--- config.mk ---
export PLATFORM = sky130hd
export DESIGN_NAME = nearest_marker_corner_selector_core
export DESIGN_NICKNAME = d
export VERILOG_FILES = /design/src/sv/nmcs_pkg.sv /design/src/sv/nearest_marker_corner_selector_core.sv
export SDC_FILE = /design/constraint.sdc
export NUM_CORES = 2
export LEC_CHECK = 0
export ABC_CLOCK_PERIOD_IN_PS = 14720
export CAP_MARGIN = 10
export CORE_ASPECT_RATIO = 1.75
export CORE_MARGIN = 2
export CORE_UTILIZATION = 30
export CTS_CLUSTER_DIAMETER = 150
export DETAILED_ROUTE_END_ITERATION = 7
export DONT_BUFFER_PORTS = 1
export SETUP_SLACK_MARGIN = 0.02
export SYNTH_ARGS = -nofsm -noshare
export SYNTH_HDL_FRONTEND = slang
export SYNTH_SLANG_ARGS = --single-unit
--- constraint.sdc ---
create_clock -name clk -period 14.72 [get_ports clk]
set_input_delay 2.944 -clock clk [delete_from_list [all_inputs] [get_ports clk]]
set_output_delay 2.944 -clock clk [all_outputs]
set_load 0.05 [all_outputs]
--- src/sv/nmcs_pkg.sv ---
// ----------------------------------------------------------------------------
// nmcs_pkg: shared types and constants of the marker corner selector
// Item layouts for the candidate and result channels, register indexes and
// register reset values.
// ----------------------------------------------------------------------------
package nmcs_pkg;

  // Field widths fixed by the channel layout
  localparam int unsigned PIX_W  = 12;  // whole-pixel coordinates and frame size
  localparam int unsigned SIDE_W = 16;  // 12.4 fixed-point box sides and bounds
  localparam int unsigned CFG_DATA_W = 16;
  localparam int unsigned CFG_IDX_W  = 3;

  // Default width of a stored corner coordinate
  localparam int unsigned COORD_BITS_DEF = 12;

  // Register indexes
  localparam logic [CFG_IDX_W-1:0] REG_FRAME_WIDTH  = 3'd0;
  localparam logic [CFG_IDX_W-1:0] REG_FRAME_HEIGHT = 3'd1;
  localparam logic [CFG_IDX_W-1:0] REG_SIDE_MIN     = 3'd2;
  localparam logic [CFG_IDX_W-1:0] REG_SIDE_MAX     = 3'd3;
  localparam logic [CFG_IDX_W-1:0] REG_SQUARE_TOL   = 3'd4;

  // Register reset values
  localparam logic [PIX_W-1:0]  FRAME_WIDTH_RST  = 12'd1280;
  localparam logic [PIX_W-1:0]  FRAME_HEIGHT_RST = 12'd720;
  localparam logic [SIDE_W-1:0] SIDE_MIN_RST     = 16'd128;
  localparam logic [SIDE_W-1:0] SIDE_MAX_RST     = 16'd240;
  localparam logic [SIDE_W-1:0] SQUARE_TOL_RST   = 16'd32;

  // One candidate box
  typedef struct packed {
    logic [PIX_W-1:0]  center_x;
    logic [PIX_W-1:0]  center_y;
    logic [SIDE_W-1:0] box_width;
    logic [SIDE_W-1:0] box_height;
    logic              frame_start;
  } in_item_t;

  // One result: filter verdict and the four corners after the update
  typedef struct packed {
    logic             accepted;
    logic [PIX_W-1:0] top_left_x;
    logic [PIX_W-1:0] top_left_y;
    logic [PIX_W-1:0] bottom_left_x;
    logic [PIX_W-1:0] bottom_left_y;
    logic [PIX_W-1:0] top_right_x;
    logic [PIX_W-1:0] top_right_y;
    logic [PIX_W-1:0] bottom_right_x;
    logic [PIX_W-1:0] bottom_right_y;
  } out_item_t;

endpackage

--- src/sv/nearest_marker_corner_selector_core.sv ---
// ----------------------------------------------------------------------------
// nearest_marker_corner_selector_core: marker corner selector
// Filters candidate boxes on size and squareness and keeps, for each of the
// four frame corners, the qualifying marker centre that lies nearest to it.
//
//   port group | dir | handshake          | carries
//   in_*       | in  | in_valid/in_stall  | one candidate box (in_item_t)
//   out_*      | out | out_valid/out_stall| verdict and four corners
//   cfg_*      | in  | cfg_we             | register index and data
//
// An item passes from acceptance into the input register, then through the
// filter, four parallel squared-distance compares and the corner update into
// the result register. One item is taken every cycle unless the result stalls;
// the rate is set by the single compare stage that updates the corner state.
// Reset (rst_n low, synchronous) clears the corners, the frame flag and both
// valid bits and loads the register defaults. A stalled result holds the
// input register, which then stalls the input channel; nothing is dropped.
// ----------------------------------------------------------------------------
module nearest_marker_corner_selector_core #(
  parameter int unsigned COORD_BITS = nmcs_pkg::COORD_BITS_DEF
) (
  input  logic                                 clk,
  input  logic                                 rst_n,
  // candidate channel
  input  logic                                 in_valid,
  output logic                                 in_stall,
  input  nmcs_pkg::in_item_t                   in_data,
  // result channel
  output logic                                 out_valid,
  input  logic                                 out_stall,
  output nmcs_pkg::out_item_t                  out_data,
  // register writes
  input  logic                                 cfg_we,
  input  logic [nmcs_pkg::CFG_IDX_W-1:0]       cfg_index,
  input  logic [nmcs_pkg::CFG_DATA_W-1:0]      cfg_wdata
);
  import nmcs_pkg::*;

  // Width of coordinate differences: covers stored corners and frame size
  localparam int unsigned DW = (COORD_BITS > PIX_W) ? COORD_BITS : PIX_W;
  localparam int unsigned SQ_W = 2 * DW;
  localparam int unsigned DIST_W = SQ_W + 1;

  // Absolute difference of two coordinates
  function automatic logic [DW-1:0] abs_diff(input logic [DW-1:0] a,
                                             input logic [DW-1:0] b);
    logic [DW-1:0] r;
    r = (a > b) ? (a - b) : (b - a);
    return r;
  endfunction

  // Registers
  logic [PIX_W-1:0]      fw_r, fh_r;
  logic [SIDE_W-1:0]     smin_r, smax_r, tol_r;
  logic                  in_v_r, out_v_r;
  in_item_t              in_r;
  out_item_t             out_r;
  logic                  seen_r;
  logic [COORD_BITS-1:0] cx_r [4];
  logic [COORD_BITS-1:0] cy_r [4];

  // Next values
  logic                  in_v_nxt, out_v_nxt, seen_nxt;
  logic [COORD_BITS-1:0] cx_nxt [4];
  logic [COORD_BITS-1:0] cy_nxt [4];
  out_item_t             out_nxt;

  // Handshake and stage movement
  logic in_take, adv, res_free;

  assign res_free  = !out_v_r || !out_stall;
  assign adv       = in_v_r && res_free;
  assign in_stall  = in_v_r && !res_free;
  assign in_take   = in_valid && !in_stall;
  assign in_v_nxt  = in_take || (in_v_r && !adv);
  assign out_v_nxt = adv || (out_v_r && out_stall);

  assign out_valid = out_v_r;
  assign out_data  = out_r;

  // Size and squareness filter
  logic [SIDE_W-1:0]     side_diff;
  logic                  ok;
  logic                  seen_eff;
  logic [COORD_BITS-1:0] cand_x, cand_y;

  assign side_diff = (in_r.box_width > in_r.box_height) ?
                     (in_r.box_width - in_r.box_height) :
                     (in_r.box_height - in_r.box_width);
  assign ok = (side_diff < tol_r) &&
              (in_r.box_height > smin_r) && (in_r.box_height < smax_r) &&
              (in_r.box_width > smin_r) && (in_r.box_width < smax_r);
  assign seen_eff = seen_r && !in_r.frame_start;
  assign cand_x   = COORD_BITS'(in_r.center_x);
  assign cand_y   = COORD_BITS'(in_r.center_y);
  assign seen_nxt = adv ? (seen_eff || ok) : seen_r;

  // Per-corner distance compare and update
  for (genvar k = 0; k < 4; k++) begin : g_corner
    logic [DW-1:0]     ref_x, ref_y;
    logic [DW-1:0]     dxn, dyn, dxc, dyc;
    logic [SQ_W-1:0]   sxn, syn, sxc, syc;
    logic [DIST_W-1:0] dist_new, dist_cur;
    logic              upd;

    // reference point: right-hand corners use the width, bottom ones the height
    assign ref_x = (k >= 2) ? DW'(fw_r) : '0;
    assign ref_y = ((k % 2) == 1) ? DW'(fh_r) : '0;

    assign dxn = abs_diff(ref_x, DW'(cand_x));
    assign dyn = abs_diff(ref_y, DW'(cand_y));
    assign dxc = abs_diff(ref_x, DW'(cx_r[k]));
    assign dyc = abs_diff(ref_y, DW'(cy_r[k]));

    assign sxn = dxn * dxn;
    assign syn = dyn * dyn;
    assign sxc = dxc * dxc;
    assign syc = dyc * dyc;

    assign dist_new = {1'b0, sxn} + {1'b0, syn};
    assign dist_cur = {1'b0, sxc} + {1'b0, syc};

    // first hit of a frame takes every corner; ties keep the old corner
    assign upd = adv && ok && (!seen_eff || (dist_new < dist_cur));

    assign cx_nxt[k] = upd ? cand_x : cx_r[k];
    assign cy_nxt[k] = upd ? cand_y : cy_r[k];
  end

  // Assemble the result from the updated corners
  always_comb begin
    out_nxt.accepted       = ok;
    out_nxt.top_left_x     = PIX_W'(cx_nxt[0]);
    out_nxt.top_left_y     = PIX_W'(cy_nxt[0]);
    out_nxt.bottom_left_x  = PIX_W'(cx_nxt[1]);
    out_nxt.bottom_left_y  = PIX_W'(cy_nxt[1]);
    out_nxt.top_right_x    = PIX_W'(cx_nxt[2]);
    out_nxt.top_right_y    = PIX_W'(cy_nxt[2]);
    out_nxt.bottom_right_x = PIX_W'(cx_nxt[3]);
    out_nxt.bottom_right_y = PIX_W'(cy_nxt[3]);
  end

  // Control state, registers and corners
  always_ff @(posedge clk) begin
    if (!rst_n) begin
      in_v_r  <= 1'b0;
      out_v_r <= 1'b0;
      seen_r  <= 1'b0;
      fw_r    <= FRAME_WIDTH_RST;
      fh_r    <= FRAME_HEIGHT_RST;
      smin_r  <= SIDE_MIN_RST;
      smax_r  <= SIDE_MAX_RST;
      tol_r   <= SQUARE_TOL_RST;
      for (int i = 0; i < 4; i++) begin
        cx_r[i] <= '0;
        cy_r[i] <= '0;
      end
    end else begin
      in_v_r  <= in_v_nxt;
      out_v_r <= out_v_nxt;
      seen_r  <= seen_nxt;
      for (int i = 0; i < 4; i++) begin
        cx_r[i] <= cx_nxt[i];
        cy_r[i] <= cy_nxt[i];
      end
      if (cfg_we) begin
        case (cfg_index)
          REG_FRAME_WIDTH:  fw_r   <= cfg_wdata[PIX_W-1:0];
          REG_FRAME_HEIGHT: fh_r   <= cfg_wdata[PIX_W-1:0];
          REG_SIDE_MIN:     smin_r <= cfg_wdata[SIDE_W-1:0];
          REG_SIDE_MAX:     smax_r <= cfg_wdata[SIDE_W-1:0];
          REG_SQUARE_TOL:   tol_r  <= cfg_wdata[SIDE_W-1:0];
          default: ;
        endcase
      end
    end
  end

  // Payload: load the input item on acceptance, the result on advance
  always_ff @(posedge clk) begin
    if (in_take) begin
      in_r <= in_data;
    end
    if (adv) begin
      out_r <= out_nxt;
    end
  end

  // Checks
  logic corners_match;

  assign corners_match =
    (out_r.top_left_x     == PIX_W'(cx_r[0])) && (out_r.top_left_y     == PIX_W'(cy_r[0])) &&
    (out_r.bottom_left_x  == PIX_W'(cx_r[1])) && (out_r.bottom_left_y  == PIX_W'(cy_r[1])) &&
    (out_r.top_right_x    == PIX_W'(cx_r[2])) && (out_r.top_right_y    == PIX_W'(cy_r[2])) &&
    (out_r.bottom_right_x == PIX_W'(cx_r[3])) && (out_r.bottom_right_y == PIX_W'(cy_r[3]));

  // a waiting result always shows the live corner state
  a_result_tracks_corners: assert property (@(posedge clk) disable iff (!rst_n)
    out_v_r |-> corners_match)
    else $error("result corners differ from corner state");

  // top-left and bottom-right corners move only when an item passes into the result register
  a_corners_hold: assert property (@(posedge clk) disable iff (!rst_n)
    !adv |=> ($stable(cx_r[0]) && $stable(cy_r[0]) && $stable(cx_r[3]) &&
              $stable(cy_r[3])))
    else $error("corner changed without an advancing item");

  // a qualifying item marks the frame as seen
  a_seen_after_hit: assert property (@(posedge clk) disable iff (!rst_n)
    (adv && ok) |=> seen_r)
    else $error("frame flag not set after a qualifying item");

  // the input side stalls only behind a held item
  a_stall_needs_item: assert property (@(posedge clk) disable iff (!rst_n)
    in_stall |-> (in_v_r && out_v_r && out_stall))
    else $error("input stalled with free stages");

endmodule
# After elaboration in Yosys (flattened, before gate mapping)

Memories as Yosys holds them, arrays and structs flattened.
Cells that the tools add are included.

Word-level logic and storage cells: 165
Output and inout port bits: 99
Memories: 2
Register bits after elaboration: 229
Bits in writable memories: 96
Input port bits: 81

Mux-type cells: 31
Multiply operators: 12
Bitwise logic cells: 8
Reductions and logical operators: 36
Magnitude comparators: 22
$add $sub $neg: 28
Eq/ne operators: 4

Memory list:

| memory | words | width | rd ports | clocked after Yosys merged registers in | wr ports | line                                      | RTL |
|---|---|---|---|---|---|---|---|
| cx_r   | 4     | 12    | 4        | 0                                       | 4        | nearest_marker_corner_selector_core.sv:59 | `logic [COORD_BITS-1:0] cx_r [4];` |
| cy_r   | 4     | 12    | 4        | 0                                       | 4        | nearest_marker_corner_selector_core.sv:60 | `logic [COORD_BITS-1:0] cy_r [4];` |

Operators with widths:

| operator                                                              | count |
|---|---|
| 12-bit 2-to-1 mux                                                     | 28 |
| 12-bit by 12-bit multiplier with 24-bit output                        | 12 |
| 24-bit by 24-bit adder with 25-bit output                             | 8 |
| 12-bit subtractor                                                     | 12 |
| 25-bit < comparator                                                   | 4 |
| 1-bit by 12-bit > comparator with 1-bit output, first input constant  | 6 |
| 12-bit > comparator                                                   | 6 |
| 1-bit by 12-bit subtractor with 12-bit output, first input constant   | 6 |
| 16-bit > comparator                                                   | 3 |
| 16-bit < comparator                                                   | 3 |
| 16-bit subtractor                                                     | 2 |
| 16-bit 2-to-1 mux                                                     | 1 |
| 1-bit logical AND                                                     | 15 |
| 2-bit AND reduction                                                   | 5 |
| 1-bit logical OR                                                      | 8 |
| 1-bit bitwise OR                                                      | 8 |
| 1-bit zero test                                                       | 7 |
| 3-bit by 2-bit equality test with 1-bit output, second input constant | 2 |
| 3-bit by 1-bit equality test with 1-bit output, second input constant | 1 |
| 3-bit equality test, second input constant                            | 1 |
| 3-bit zero test                                                       | 1 |
| 1-bit 2-to-1 mux                                                      | 2 |

# Depth between registers and ports, before layout

Word-level depth: 11
Depth in mapped cells: 50
Mapped depth without buffers: 47

# Worst setup path after synthesis

No wires, ideal clock.

Path type: input to register
From: input port out_stall
To: register out_r, in the netlist out_data[15] (data pin)
Library setup time: 0.272 ns
Stages: 6
Buffers on the path: 2
Setup slack: 2.119 ns
Required time: 14.448 ns
Data arrival time: 12.329 ns
Path through: a21boi_0 -> nand4bb_1 -> a221oi_1 -> buf_2 -> buf_2 -> mux2i_1

RTL lines:

| element              | line                                       | RTL |
|---|---|---|
| from (decl)          | nearest_marker_corner_selector_core.sv:30  | `input logic out_stall,` |
| to (signal assigned) | nearest_marker_corner_selector_core.sv:185 | `out_r <= out_nxt;` |
| to (decl)            | nearest_marker_corner_selector_core.sv:57  | `out_item_t out_r;` |

==> results by group <==
Run status
  • Status: finished, final reports clean

STA
  • Highest clock rate: roughly 70 MHz
  • Final hold viol count: 0
  • RSZ-0062 raised after global routing: no
  • Relative slew slack: about a tenth
  • Final number of setup-violating endpoints: 0
  • Setup TNS: 0 ns
  • Tmin final: between 10 and 15 ns
  • Min setup slack post-route: about 0.68 ns
  • Clock Skews: approximately 0.057 ns
  • Slew Viols, Final: 0
  • Worst-margin pin slew: roughly 1.3 ns
  • Crit share post-route: ~95%

Clock network
  • H-tree levels: 2
  • Skew-Pair Late Insertion Delay: roughly 0.66 ns
  • Post-cts hold buffer count: 0
  • Sink Count: 325
  • CTS buffer count: 45
  • TritonCTS clock tree: yes
  • Cts repair resizes: 0
  • Setup bufs post-CTS: 0
  • Reg clk slew, reported paths: 0.06 ns
  • Root Driver: clkbuf_16
  • Clock Tree Buf Depth: 3

Critical path
  • Buffers & Inverters on Critical Path: 7
  • CP top delay family: adder cells
  • Critical path launch point type: flop
  • Worst path slowest cell: edfxtp_1
  • Arr. time, crit path: 14.46 ns
  • Crit end category: flop
  • Worst Path Max Fanout: 24
  • Most used cell, CP: fa_1
  • Slowest stage delay, CP: between 0.9 and 1 ns
  • Worst Path Required: 15.13 ns
  • WS Path Type: reg -> reg

Synthesis
  • Distinct cells, synth: ~100
  • Dominant synthesized flop cell: dfxtp_1
  • Ys async rst share: 0%
  • Synth top area share: between 30% and 40%
  • Synth Net Count: 10400
  • Synth area leaders: fa_1, ha_1, inv_1
  • Seq cells post-synth: 325
  • EDFF count, synth: between 150 and 200
  • Register area share after synthesis: about 11%
  • Yosys top cell by area: fa_1
  • Avg Inst Size Synth: between 9 and 10 um^2
  • Synth Instances: ~8100
  • Syn Std Cell Area: about 73000 um^2
  • Yosys Warn Count: 0

Place
  • Gpl congestion: 1.03
  • Post-DP HPWL: between 200000 and 250000 um
  • Total placed cells including tap cells: 11300
  • PortBufs: 0
  • Placed Area: between 70000 and 80000 um^2
  • DP Worst Slack: roughly 0.84 ns

Final layout
  • Most frequent cells in the layout: inv_1, fa_1, ha_1
  • Nets@finish: between 10000 and 15000
  • Share of layout cells above drive strength 1: between 4 and 5%
  • Post-route design area: between 70000 and 80000 um^2
  • Layout area overhead: 7.71%
  • Post-Layout Cell Count: 11400
  • Commonest non-fill, non-tap cell in the layout: inv_1
  • Fillers: between 20000 and 30000

Route
  • Pre-antenna DRT Iters: 6
  • Wire per inst: between 20 and 25 um
  • Post-route ant nets: 0
  • Via count: approximately 57000
  • DRT Wirelength: roughly 260000 um
  • Initial DRC Count: around 3000
  • Vias/cell: 4.98
  • DRC: 0

Floorplanning
  • Rows: 240
  • I/O pins: between 150 and 200
  • Die X: approximately 380 um
  • Die area: 248000 um^2
  • Die Ht: approximately 660 um
  • Initial Util: 30.1%
  • Core area: between 200000 and 250000 um^2

Global routing
  • Total Routing Usage GR: between 20% and 30%
  • Initial antenna violation count: 27
  • First-pass GRT wire length: 388000 um
  • Global route overflow: 0
  • Largest net degree at the start of global routing: around 200
  • Vias in the first global route: 63000

Flow run
  • Max cap viols: 0

Hold path
  • Hold Path Class: reg -> reg
kinds of logic (layout without fill, tap and decap cells):
kind of cell | after synthesis | count (layout) | synth area share, %
DFF | 325 | 325 | 11.0
AOI/OAI and AO/OA | 1076 | 1076 | 9.82
muxes | 271 | 271 | 3.79
and+or+nand+nor | 1860 | 1860 | 11.6
adders and majority gates | 2193 | 2193 | 49.0
other | 0 | 12 | 0
xor gates and xnor gates | 343 | 343 | 4.15
buffers and inverters | 2069 | 2022 | 10.7
per-stage QoR:
step / util [%] / hold slack, ns
floorplan: - / 0.435
global placement: 31.8 / 0.445
detailed placement: 31.8 / 0.451
CTS: 32.4 / 0.459
global route: 32.4 / 0.483
finish: 32.4 / 0.457
metal layers:
layer / vias up / track usage, % / share of wire (%)
met1: 28400 / 20.2 / 32
met5: - / 0 / 0.037
li1: 25600 / - / -
met3: 774 / 4.24 / 6.4
met2: 1726 / 38.9 / 52
met4: 14 / 16.6 / 9.6
registers in the layout, summed over array words and instances (netlist names):
register   cells
cand_y        12
smax_r        16
in_v_r         1
smin_r        16
cx_r          48
out_valid      1
cand_x        12
cy_r          48
tol_r         16
fh_r          12
seen_r         1
out_data      97
fw_r          12
in_r          33
cells in the mapped netlist (37+ instances only):
| cell | instances |
|---|---|
| inv_1 | 1808 |
| dfxtp_1 | 171 |
| fa_1 | 1126 |
| xnor2_1 | 208 |
| edfxtp_1 | 154 |
| a21boi_0 | 81 |
| o21bai_1 | 44 |
| mux2i_1 | 217 |
| or2_2 | 64 |
| xor2_1 | 132 |
| nor2b_1 | 50 |
| a21o_1 | 186 |
| ha_1 | 1066 |
| nand3_1 | 85 |
| nand2b_1 | 101 |
| nor3_1 | 76 |
| nand4_1 | 37 |
| o21ai_0 | 155 |
| a21oi_1 | 288 |
| and2_1 | 148 |
| nand2_1 | 655 |
| clkbuf_1 | 200 |
| nor2_1 | 534 |
| o21a_1 | 47 |
| mux2_2 | 54 |
layout make-up:
type	instances	area (um^2)	share of cell area [%]
antenna	12	30.0	0.0380
clock buffer	59	1290	1.64
multi-input combinational	5743	57600	72.9
timing repair buffer	110	838	1.06
inverter	1829	6870	8.69
sequential	325	8050	10.2
clock inverter	24	231	0.293
tap	3267	4090	5.18
final timing paths:
kind,startpoint,to,slack (ns),depth (start not counted)
worst min register to register,cy_r[1][11],cy_r[1][11],0.46,2
worst max-delay path,cand_x[8],out_data[16],0.68,40
worst min-delay path,cy_r[1][11],cy_r[1][11],0.46,2
worst max register to register,cand_x[8],out_data[16],0.68,40
worst register-to-register path, delay by kind of cell (launching register included):
kind / cells / cell delay [ns]
fa+ha+maj: 9 / 3.78
buf+inv: 7 / 1.76
mux: 2 / 0.93
compound gates: 13 / 3.39
xor+xnor: 2 / 0.88
simple gates: 7 / 2.13
flops: 1 / 0.94
Power is not shown: default switching activity piles up to over one toggle a cycle in this logic, so the estimate is an artifact.
